## src/hw/rtl/dts_pkg.sv

```systemverilog
// ----------------------------------------------------------------------------
// dts_pkg
// Shared types and constants of the double to scaled words converter.
// ----------------------------------------------------------------------------
`timescale 1ns / 1ps
`default_nettype none
package dts_pkg;

  // configuration register indexes
  localparam logic [1:0] REG_RESOLUTION = 2'd0;
  localparam logic [1:0] REG_WORD_BITS  = 2'd1;
  localparam logic [1:0] REG_WORD_COUNT = 2'd2;

  // reset values
  localparam logic [63:0] RESOLUTION_RST = 64'h3FF0_0000_0000_0000;
  localparam logic [5:0]  WORD_BITS_RST  = 6'd32;
  localparam logic [3:0]  WORD_COUNT_RST = 4'd1;

  localparam int WORD_W = 32;   // widest output word
  localparam int DEN_W  = 54;   // divisor is twice a 53-bit mantissa
  localparam int SW     = 14;   // signed exponent arithmetic

  // per-item control that rides along the pipeline
  typedef struct packed {
    logic       zero;   // result forced to zero
    logic       sat;    // result saturated
    logic [5:0] wb;     // clamped bits per word
    logic [3:0] wc;     // clamped words per item
  } ctl_t;

endpackage
`default_nettype wire

```

## src/hw/rtl/dts_div_stage.sv

```systemverilog
// ----------------------------------------------------------------------------
// dts_div_stage
// One stage of the restoring divider: two quotient bits per stage.
// The dividend bits leave the top of sh while quotient bits enter the bottom.
// ----------------------------------------------------------------------------
`timescale 1ns / 1ps
`default_nettype none
module dts_div_stage #(
  parameter int QW = 256
) (
  input  wire logic                       clk,
  input  wire logic                       rst_n,
  input  wire logic                       en,
  input  wire logic                       v_i,
  input  wire dts_pkg::ctl_t              ctl_i,
  input  wire logic [dts_pkg::DEN_W-1:0]  rem_i,
  input  wire logic [dts_pkg::DEN_W-1:0]  den_i,
  input  wire logic [QW-1:0]              sh_i,
  output logic                            v_o,
  output dts_pkg::ctl_t                   ctl_o,
  output logic [dts_pkg::DEN_W-1:0]       rem_o,
  output logic [dts_pkg::DEN_W-1:0]       den_o,
  output logic [QW-1:0]                   sh_o
);

  localparam int STEPS = 2;

  logic [dts_pkg::DEN_W:0]   r2;
  logic [dts_pkg::DEN_W-1:0] rem;
  logic [QW-1:0]             sh;
  logic                      ge;

  // two restoring steps
  always_comb begin
    rem = rem_i;
    sh  = sh_i;
    r2  = '0;
    ge  = 1'b0;
    for (int i = 0; i < STEPS; i++) begin
      r2  = {rem, sh[QW-1]};
      ge  = (r2 >= {1'b0, den_i});
      if (ge) r2 = r2 - {1'b0, den_i};
      rem = r2[dts_pkg::DEN_W-1:0];
      sh  = {sh[QW-2:0], ge};
    end
  end

  always_ff @(posedge clk) begin
    if (!rst_n) begin
      v_o <= 1'b0;
    end else if (en) begin
      v_o <= v_i;
    end
  end

  always_ff @(posedge clk) begin
    if (en) begin
      ctl_o <= ctl_i;
      rem_o <= rem;
      den_o <= den_i;
      sh_o  <= sh;
    end
  end

endmodule
`default_nettype wire

```

## config.mk

```make
export PLATFORM = sky130hd
export DESIGN_NAME = dts_div_stage
export DESIGN_NICKNAME = d
export VERILOG_FILES = /design/src/hw/rtl/dts_pkg.sv /design/src/hw/rtl/dts_div_stage.sv
export SDC_FILE = /design/constraint.sdc
export NUM_CORES = 1
export LEC_CHECK = 0
export BUFFER_PORTS_ARGS = -buffer_cell sky130_fd_sc_hd__buf_2
export CORE_AREA = 4 4 292 294
export CTS_BUF_LIST = sky130_fd_sc_hd__clkbuf_8
export CTS_CLUSTER_SIZE = 14
export DETAILED_ROUTE_END_ITERATION = 16
export DIE_AREA = 0 0 296 298
export HOLD_SLACK_MARGIN = 0.06
export PLACE_DENSITY_LB_ADDON = 0.08
export SKIP_CTS_REPAIR_TIMING = 1
export SLEW_MARGIN = 20
export SYNTH_ARGS = -nofsm -noshare
export SYNTH_HDL_FRONTEND = slang
export SYNTH_SLANG_ARGS = --single-unit
```

## constraint.sdc

```tcl
create_clock -name clk -period 8.49 [get_ports clk]
set_clock_uncertainty 0.2 [all_clocks]
set_input_delay 1.698 -clock clk [delete_from_list [all_inputs] [get_ports clk]]
set_output_delay 1.698 -clock clk [all_outputs]
set_load 0.02 [all_outputs]
```

==> impl_metrics.ini <==
[status]
run_status = completed

[cts]
clk_pin_slew_worst_paths_ns = 0.06
clk_root_buffer_cell = clkbuf_8
cts.htree.levels = 3
cts_inserted_buffers = 74
largest_buffer_count_on_any_clock_path = 3
tritoncts = done
tritoncts_num_sinks = 377
clk_latency_ns = 0.64

[floorplanning]
io_pins = 757
floorplan.die_area_mm2 = 0.0882
die_width_um = 296
row_count = 106
floorplan.initialDensity_pct = 22.9
core_region_area_mm2 = 0.0829
chipHeight_um = 298

[setup_path]
timing.critical_path.buf_inv = 5
critPathKind = in -> reg
cp_data_required_time_ns = 8.66
critical_path_max_stage_delay_ns = 0.52
startpoint_type = input pin
crit_arrival_ns = 8.20
crit_family = compound AO/OA/AOI/OAI gates
path_max_fanout = 36
timing.critical_path.slowest_stage_cell = o41a_2
cp-end-kind = flop

[pwr]
max-vdd-ir-drop_mv = 0.0958
internal_power_consumption_mw = 4.16
sw_frac_of_total_pct = 34.7
seq_power_share_pct = 37.6
power_density_mw_per_mm2 = 234
leakage_nw = 12.2
p_comb_share_pct = 34.8
share_clk_of_total_power_pct = 27.6
net-switching-power_mw = 2.21

[place]
dp_hpwl_um = 73800
final_weighted_congestion_in_routability_driven_placement = 0.853
port_buffers = 756

[yosys]
syn_inst = 1523
postSynth.asyncResetShare_pct = 0
synth_compound_gate_area_share_pct = 13.4
synth-adder-area-share_pct = 7.32
syn_area_per_cell_um2 = 12.5
post_synth_mux_area_share_pct = 4.18
combinational_family_with_the_most_area_after_synthesis = compound AO/OA/AOI/OAI gates
synth-xor-area-share_pct = 4.29
yosys_most_used_dff = edfxtp_1
yosys_warning_count = 0
post_synth_and_or_nand_nor_area_fraction_pct = 8.00
synth_seq_cells = 377
syn-cell-area_mm2 = 0.0190
synth.yosys.seq_area_share_pct = 59.5
yosysUniqueCellTypes = 76
mappedNetlistNets = 2013
synth-edff-count = 376

[cells_and_area]
final.fill_count = 8621
area_of_combinational_cells_with_multiple_inputs_mm2 = 0.00707
finalCoreUtilization_pct = 32.8
areaGrowthSynthToFinish_pct = 43.3
layout.area.seq_mm2 = 0.0113
drive_gt1_share_pct = 43.9
final_nets = 3037

[drt]
drtPass1Iterations = 5
wl_per_cell_um = 24.0
route.antenna.remaining_nets = 0
drtIter0Drc = 1021
finalWirelength_um = 88600
remaining_drc_errors = 0
vias = 16600
drt-vias-per-instance = 4.49

[grt]
initial_antenna_violation_count = 31
grt_pass1_vias = 17100
first_pass_grt_wire_length_um = 124000
grt_max_degree = 138
grt.total_usage_pct = 19.2
overflow = 0

[timing]
setup_viol_count_final = 0
max_slew_margin_pct = 40.9
unrepaired_setup_endpoints_after_global_routing = no
final_period_utilization_pct = 94.6
final_max_slew_viol_count = 0
hold_viol_final = 0
fmaxAchievable_mhz = 124
tightest_slew_ns = 0.887
fin_hold_ws_ns = 0.337
layout_min_cycle_time_ns = 8.03

[hold_path]
worstHoldPathType = reg -> reg

[job]
drv.max_cap_violation_count = 0
worst register-to-register path: cells and delay by family, from the launching register on:
family / cells / cell delay [ns]
mux: 1 / 0.12
simple gates: 1 / 0.06
flops: 1 / 0.31
routing by layer:
metal | part of all wire (%) | routed length (um) | vias up | GRT usage [%]
met5 | 0.17 | 148 | - | 0
met4 | 1.6 | 1450 | 22 | 3.95
met3 | 7.8 | 6900 | 119 | 5.67
met2 | 50 | 44400 | 522 | 34.1
met1 | 40 | 35700 | 8129 | 23.1
li1 | - | - | 7797 | -
power groups by stage:
stage / sequential, mW / clock [mW] / combinational, mW
finish: 2.40 / 1.76 / 2.22
global route: 2.42 / 1.93 / 2.41
CTS: 2.40 / 1.85 / 2.25
detailed placement: 2.44 / 0 / 2.24
global placement: 2.44 / 0 / 2.24
floorplan: 2.72 / 0 / 0.921
area by class of cell:
type                    count  area share (%)
flip-flops and latches    377            41.5
repair buffers           1007            21.1
well taps                1080            4.96
clock inverters            56            1.19
inverters                  92            1.27
clock buffers              76            3.84
multi-input cells         995            26.0
diodes                      9          0.0827
logic make-up after synthesis:
family	after synthesis
AOI/OAI and AO/OA	400
DFF	377
and+or+nand+nor	321
buffers and inverters	151
adders and majority gates	110
xor gates and xnor gates	93
muxes	71
registers in the layout (all words and copies together) (netlist names):
signal  flops
ctl_o      12
v_o         1
sh_o      256
rem_o      54
den_o      54
Yosys cell counts (all sizes together) (11+ instances only):
master / count / area [um2]
nor3: 11 / 55.1
xnor2: 64 / 561
clkbuf: 48 / 183
nand4: 23 / 144
nand2: 109 / 409
mux2: 67 / 754
o21a: 13 / 97.6
a31oi: 20 / 125
and3: 11 / 68.8
xor2: 29 / 254
o21bai: 17 / 128
o31ai: 13 / 103
and2: 11 / 71.3
nor2: 73 / 274
buf: 11 / 88.8
a21oi: 118 / 602
edfxtp: 376 / 11300
inv: 92 / 345
ha: 108 / 1350
o21ai: 101 / 505
nand3: 38 / 190
a211oi: 12 / 95.1
a21o: 54 / 405
stage by stage:
| step | std cells | setup WS (ns) | power, mW | cell area (um2) | setup TNS, ns |
|---|---|---|---|---|---|
| after floorplan | 1523 | 0.347 | 3.64 | 19000 | 0 |
| after global placement | 3551 | -0.109 | 4.68 | 25800 | -4.70 |
| after detailed placement | 3551 | -0.214 | 4.67 | 25800 | -10.32 |
| after CTS | 3683 | 0.463 | 6.50 | 27200 | 0 |
| after global routing | 3687 | 0.0337 | 6.76 | 27200 | 0 |
| final | 3692 | 0.457 | 6.37 | 27200 | 0 |
layout by cell type (no fill, tap or decap), drive strengths merged, types with 29 or more instances in the layout:
cell type | Yosys | layout
nand3 | 38 | 38
nor2 | 73 | 73
xnor2 | 64 | 64
nand2 | 109 | 109
a21o | 54 | 54
buf | 11 | 1007
xor2 | 29 | 29
mux2 | 67 | 67
o21ai | 101 | 101
edfxtp | 376 | 376
clkbuf | 48 | 76
ha | 108 | 108
inv | 92 | 118
a21oi | 118 | 118
final timing paths:
kind	start	to	slack (ns)	cells after the start
worst min-delay path	v_o	v_o	0.34	2
worst min register to register	v_o	v_o	0.34	2
worst max register to register	v_o	v_o	7.69	2
worst max-delay path	den_i[26]	rem_o[27]	0.46	25
No activity file was read; power rests on OpenSTA's default activity.
