[src/hw/rtl/dts_pkg.sv]
// ----------------------------------------------------------------------------
// dts_pkg
// Shared types and constants of the double to scaled words converter.
// ----------------------------------------------------------------------------
`timescale 1ns / 1ps
`default_nettype none
package dts_pkg;

  // configuration register indexes
  localparam logic [1:0] REG_RESOLUTION = 2'd0;
  localparam logic [1:0] REG_WORD_BITS  = 2'd1;
  localparam logic [1:0] REG_WORD_COUNT = 2'd2;

  // reset values
  localparam logic [63:0] RESOLUTION_RST = 64'h3FF0_0000_0000_0000;
  localparam logic [5:0]  WORD_BITS_RST  = 6'd32;
  localparam logic [3:0]  WORD_COUNT_RST = 4'd1;

  localparam int WORD_W = 32;   // widest output word
  localparam int DEN_W  = 54;   // divisor is twice a 53-bit mantissa
  localparam int SW     = 14;   // signed exponent arithmetic

  // per-item control that rides along the pipeline
  typedef struct packed {
    logic       zero;   // result forced to zero
    logic       sat;    // result saturated
    logic [5:0] wb;     // clamped bits per word
    logic [3:0] wc;     // clamped words per item
  } ctl_t;

endpackage
`default_nettype wire

[src/hw/rtl/dts_front.sv]
// ----------------------------------------------------------------------------
// dts_front
// Unpacks operands, classifies, aligns the dividend and checks saturation.
// Four register stages; the last one hands the division its start values.
// ----------------------------------------------------------------------------
`timescale 1ns / 1ps
`default_nettype none
module dts_front #(
  parameter int MAX_WORDS = 8,
  parameter int QW        = 32 * MAX_WORDS,
  parameter int XW        = QW + 108,
  parameter int TW        = $clog2(QW + 1)
) (
  input  wire logic                       clk,
  input  wire logic                       rst_n,
  input  wire logic                       en,
  input  wire logic                       in_valid,
  input  wire logic [63:0]                value_bits,
  input  wire logic [63:0]                res_bits,
  input  wire logic [5:0]                 wb_cfg,
  input  wire logic [3:0]                 wc_cfg,
  output logic                            v_o,
  output dts_pkg::ctl_t                   ctl_o,
  output logic [dts_pkg::DEN_W-1:0]       rem_o,
  output logic [dts_pkg::DEN_W-1:0]       den_o,
  output logic [QW-1:0]                   lo_o
);

  // ---------------- stage A: unpack and classify
  logic [10:0] exv, exr;
  logic [52:0] mv, mr;
  logic signed [dts_pkg::SW-1:0] ev, er, d, lim;
  logic [5:0]    wb;
  logic [3:0]    wc;
  logic [TW-1:0] t;
  logic r_ok, v_spec, v_nan, v_neg, zero, sat, big;
  dts_pkg::ctl_t ctl_a_nxt;

  always_comb begin
    exv = value_bits[62:52];
    exr = res_bits[62:52];
    mv  = {(exv != 11'd0), value_bits[51:0]};
    mr  = {(exr != 11'd0), res_bits[51:0]};
    // a zero exponent field scales like exponent one
    ev  = $signed({3'b000, (exv == 11'd0) ? 11'd1 : exv}) - 14'sd1075;
    er  = $signed({3'b000, (exr == 11'd0) ? 11'd1 : exr}) - 14'sd1075;
    d   = ev - er;

    if (wb_cfg == 6'd0)       wb = 6'd1;
    else if (wb_cfg > 6'd32)  wb = 6'd32;
    else                      wb = wb_cfg;
    if (wc_cfg == 4'd0)                   wc = 4'd1;
    else if (wc_cfg > 4'(MAX_WORDS))      wc = 4'(MAX_WORDS);
    else                                  wc = wc_cfg;
    t   = TW'(10'(wb) * 10'(wc));
    lim = $signed(14'(t)) + 14'sd53;

    r_ok   = !res_bits[63] && (exr != 11'h7FF) && (res_bits[62:0] != 63'd0);
    v_neg  = value_bits[63];
    v_spec = (exv == 11'h7FF);
    v_nan  = v_spec && (value_bits[51:0] != 52'd0);
    big    = (d >= lim);
    zero   = !r_ok || v_neg || v_nan ||
             (!v_spec && ((mv == 53'd0) || (d <= -14'sd55)));
    sat    = !zero && (v_spec || big);

    ctl_a_nxt.zero = zero;
    ctl_a_nxt.sat  = sat;
    ctl_a_nxt.wb   = wb;
    ctl_a_nxt.wc   = wc;
  end

  logic                          va_r;
  dts_pkg::ctl_t                 ctl_a_r;
  logic [52:0]                   a_r, b_r;
  logic signed [dts_pkg::SW-1:0] s_r;
  logic [TW-1:0]                 t_a_r;

  always_ff @(posedge clk) begin
    if (!rst_n) begin
      va_r <= 1'b0;
    end else if (en) begin
      va_r <= in_valid;
    end
  end

  always_ff @(posedge clk) begin
    if (en) begin
      ctl_a_r <= ctl_a_nxt;
      a_r     <= mv;
      b_r     <= mr;
      s_r     <= d + 14'sd1;
      t_a_r   <= t;
    end
  end

  // ---------------- stage B: scale value mantissa by 2^s (floor when s < 0)
  logic [dts_pkg::SW-1:0] nsh;
  logic [XW-1:0]          x_nxt;

  always_comb begin
    nsh = dts_pkg::SW'(-s_r);
    if (s_r[dts_pkg::SW-1]) x_nxt = {{(XW-53){1'b0}}, a_r} >> nsh[12:0];
    else                    x_nxt = {{(XW-53){1'b0}}, a_r} << s_r[12:0];
  end

  logic          vb_r;
  dts_pkg::ctl_t ctl_b_r;
  logic [XW-1:0] x_b_r;
  logic [52:0]   b_b_r;
  logic [TW-1:0] t_b_r;

  always_ff @(posedge clk) begin
    if (!rst_n) begin
      vb_r <= 1'b0;
    end else if (en) begin
      vb_r <= va_r;
    end
  end

  always_ff @(posedge clk) begin
    if (en) begin
      ctl_b_r <= ctl_a_r;
      x_b_r   <= x_nxt;
      b_b_r   <= b_r;
      t_b_r   <= t_a_r;
    end
  end

  // ---------------- stage C: add half a step (b over divisor 2b)
  logic          vc_r;
  dts_pkg::ctl_t ctl_c_r;
  logic [XW-1:0] x_c_r;
  logic [52:0]   b_c_r;
  logic [TW-1:0] t_c_r;

  always_ff @(posedge clk) begin
    if (!rst_n) begin
      vc_r <= 1'b0;
    end else if (en) begin
      vc_r <= vb_r;
    end
  end

  always_ff @(posedge clk) begin
    if (en) begin
      ctl_c_r <= ctl_b_r;
      x_c_r   <= x_b_r + {{(XW-53){1'b0}}, b_b_r};
      b_c_r   <= b_b_r;
      t_c_r   <= t_b_r;
    end
  end

  // ---------------- stage D: quotient >= 2^T exactly when (x >> T) >= 2b
  logic [XW-1:0]               hi;
  logic [dts_pkg::DEN_W-1:0]   den;
  logic                        satq;
  dts_pkg::ctl_t               ctl_d_nxt;

  always_comb begin
    hi   = x_c_r >> t_c_r;
    den  = {b_c_r, 1'b0};
    satq = (hi[XW-1:dts_pkg::DEN_W] != '0) || (hi[dts_pkg::DEN_W-1:0] >= den);
    ctl_d_nxt     = ctl_c_r;
    ctl_d_nxt.sat = ctl_c_r.sat || (!ctl_c_r.zero && satq);
  end

  always_ff @(posedge clk) begin
    if (!rst_n) begin
      v_o <= 1'b0;
    end else if (en) begin
      v_o <= vc_r;
    end
  end

  // high part is below the divisor whenever the item is neither saturated nor forced to zero
  always_ff @(posedge clk) begin
    if (en) begin
      ctl_o <= ctl_d_nxt;
      den_o <= den;
      rem_o <= x_c_r[QW+dts_pkg::DEN_W-1:QW];
      lo_o  <= x_c_r[QW-1:0];
    end
  end

endmodule
`default_nettype wire

[config.mk]
export PLATFORM = sky130hd
export DESIGN_NAME = dts_front
export DESIGN_NICKNAME = d
export VERILOG_FILES = /design/src/hw/rtl/dts_pkg.sv /design/src/hw/rtl/dts_front.sv
export SDC_FILE = /design/constraint.sdc
export NUM_CORES = 2
export LEC_CHECK = 0
export BUFFER_PORTS_ARGS = -buffer_cell sky130_fd_sc_hd__buf_4
export CORE_UTILIZATION = 40
export CTS_CLUSTER_DIAMETER = 150
export DETAILED_ROUTE_END_ITERATION = 12
export GPL_TIMING_DRIVEN = 0
export MAX_ROUTING_LAYER = met4
export PLACE_DENSITY = 0.67
export REMOVE_ABC_BUFFERS = 1
export SLEW_MARGIN = 20
export SYNTH_ARGS = -nofsm -noshare
export SYNTH_HDL_FRONTEND = slang
export SYNTH_SLANG_ARGS = --single-unit
[constraint.sdc]
create_clock -name clk -period 15.4 [get_ports clk]
set_clock_uncertainty 0.15 [all_clocks]
set_input_delay 2.31 -clock clk [delete_from_list [all_inputs] [get_ports clk]]
set_output_delay 2.31 -clock clk [all_outputs]
set_load 0.005 [all_outputs]
==> out/qor.txt <==
Worst VDD drop -> 0.0001015 V
Gr usage total -> 0.5137
CP arrival -> 13.64 ns
Max Fanout on Critical Path -> 17
Number of synthesized flops with an enable pin -> 1392
Syn-to-layout area delta -> 17.67%
TritonCTS clock tree -> yes
Die X -> 520.6 µm
Synth top cells by count -> 1392 x edfxtp_1, 1032 x nand2_1, 986 x nor2_1
Core ar. -> 267700 µm²
Pin count of the biggest net entering global routing -> 158
Mean area per synthesized cell -> 10.60 µm²
Crit. path cell count -> 41
Unrepaired setup endpoints after global routing -> no
Slowest stage delay, CP -> 0.93 ns
Routability Congestion -> 1.116
Top-area cell type share of the netlist area -> 0.3885
Hold Vio Cnt, Final -> 0
PostCTS Resize Cnt -> 0
Yosys cell types -> 99
Top-count cell post-synth -> edfxtp_1
Vias per cell -> 7.302
Synthesized area -> 107600 µm²
Initial DRC Count -> 17849
Routed via count -> 104321
Normalized max-slew margin -> 0.06453
Initial DRT Pass Iterations -> 9
PwrDens -> 112.4 nW/µm²
Violated checks -> antenna violations
Hold_buf cts -> 0
CP max stage cell -> o221ai_1
CTS Buffer Depth -> 4
Die Area -> 271100 µm²
First-pass GRT wire length -> 903.1 mm
Leakage -> 45.51 nW
I/O Pins -> 519
Ranking of synthesized cells by area -> edfxtp_1 39%, mux4_2 14%, mux2i_1 5.1%
Slew Viols, Final -> 0
CP Data Required Time -> 15.84 ns
Register Area -> 41880 µm²
Setup_tns -> 0 ns
Multi-input logic area -> 63010 µm²
Fmax -> 75.75 MHz
MaxCap Viol Count -> 0
DRC errors left -> 0
Most common cell on crit path -> buf_8
Final net count -> 10778
Critical path launch point type -> flop
Slew of the pin with the lowest slew margin -> 1.390 ns
Hold Crit Class -> reg -> reg
Commonest register cell after synthesis -> edfxtp_1
Initial antenna violation count -> 113
WL/cell -> 48.23 µm
Flops & latches, synth -> 1396
Routed wire length -> 689.1 mm
CP endpoint kind -> flop
Worst Reg-to-Reg Cells -> 41
GR Overflow Total -> 0
Tmin final -> 13.20 ns
H-tree depth -> 4
Reg clk slew, reported paths -> 0.06 ns
Critical path's top delay family -> compound AO/OA/AOI/OAI gates
Syn Inst Count -> 10155
Vias in the first global route -> 96368
Setup Buffers After CTS -> 0
Asr flop ratio synth -> 0
Critical path buffer and inverter count -> 21
Finished Core Util -> 0.4730
Sequential share of the synthesized area -> 0.3892
Site Rows -> 190
Hold Crit Depth -> 0
WS Path Type -> reg -> reg
Tcrit/Tclk final -> 0.8572
Clk sink count -> 1396
Root Buffer Master -> clkbuf_16
Cell taking the most area after synthesis -> edfxtp_1
CTS Buf Count -> 161
Yosys warns -> 0
Port Buf Inserts -> 517
Outcome -> complete, but fails checks
Chip height -> 520.6 µm
Share of cells above drive strength 1 -> 0.2400
Starting Density -> 0.4020
Final Setup Violations -> 0
HPWL Detailed -> 549.8 mm
Clock Latency Late Sink -> 0.93 ns
Fillcell total -> 24831
DRT antenna net count -> 1
power breakdown:
group,internal (W),leakage (nW),switching (W)
sequential,0.00446,14.2,0.000431
clock,0.00242,2.71,0.00175
combinational,0.00173,28.6,0.00345
total,0.00860,45.5,0.00563
worst reg2reg max path, delay by kind of cell, from the launching register on:
kind	cells	cell delay, ns
AOI/OAI and AO/OA	14	4.90
adders and majority gates	1	0.31
DFF	1	0.69
buffers and inverters	21	3.69
muxes	2	1.44
and+or+nand+nor	3	1.72
worst paths after layout:
path	slack [ns]	startpoint	endpoint
setup reg to reg	2.20	t_c_r[1]	ctl_o[10]
hold reg to reg	0.22	b_r[13]	b_b_r[13]
hold / removal	0.22	b_r[13]	b_b_r[13]
setup / recovery	2.20	t_c_r[1]	ctl_o[10]
metrics by stage:
step | std cells | hold WS [ns] | worst slack (ns) | power, W | instance area [µm²]
after floorplan | 9389 | 0.2503 | -12.78 | 0.007487 | 104300
after global placement | 13458 | 0.2508 | -28.32 | 0.009914 | 112600
after detailed placement | 13850 | 0.2545 | 2.900 | 0.009766 | 120200
after CTS | 14136 | 0.2265 | 2.889 | 0.01388 | 125700
after global routing | 14250 | 0.2423 | 1.790 | 0.01437 | 126500
final | 14287 | 0.2189 | 2.199 | 0.01423 | 126600
flip-flops by register name, indices dropped and copies added (netlist names), 9 cells and up:
signal,count
a_r,53
b_c_r,53
b_b_r,53
den_o,53
x_c_r,364
ctl_o,12
lo_o,256
t_c_r,9
b_r,53
ctl_b_r,12
t_a_r,9
rem_o,54
x_b_r,364
ctl_a_r,12
ctl_c_r,12
t_b_r,9
s_r,14
cell type report:
class,count,share of cell area
tap,3552,0.03510
clock inverter,110,0.01135
timing repair buffer,928,0.08387
multi-input combinational,7810,0.4977
inverter,183,0.005811
sequential,1396,0.3308
clock buffer,176,0.03277
antenna,132,0.002609
layout by cell type (no fill, tap or decap), types with 116 or more instances in the layout:
| master | n |
|---|---|
| buf_4 | 558 |
| mux2i_1 | 539 |
| ha_1 | 145 |
| nand4_1 | 203 |
| xor2_1 | 161 |
| a21oi_1 | 373 |
| a22oi_1 | 116 |
| inv_1 | 172 |
| nand3_1 | 322 |
| diode_2 | 132 |
| edfxtp_1 | 1392 |
| xnor2_1 | 230 |
| and3_1 | 140 |
| nor3_1 | 225 |
| mux2_2 | 373 |
| nand2_1 | 1015 |
| nor2_1 | 962 |
| buf_8 | 199 |
| o21ai_0 | 420 |
| mux4_2 | 685 |
| clkbuf_16 | 164 |
| o22ai_1 | 222 |
cell families (layout without fill, tap and decap cells):
kind of cell | Yosys count | in the layout | share of synthesized area
xor gates and xnor gates | 415 | 415 | 0.03378
AOI/OAI and AO/OA | 2101 | 2101 | 0.1319
buffers and inverters | 949 | 1397 | 0.03737
adders and majority gates | 156 | 156 | 0.01884
muxes | 1611 | 1611 | 0.2340
other | 1 | 133 | 0.00003485
and+or+nand+nor | 3526 | 3526 | 0.1548
DFF | 1396 | 1396 | 0.3892
per-layer routing:
layer,track usage,up-vias,part of all wire
met2,0.7069,9008,0.42
met5,-,-,0
li1,-,40649,-
met4,0.4526,0,0.11
met3,0.2195,2811,0.13
met1,0.5639,51853,0.34
Power figures use the tool's default switching activity.
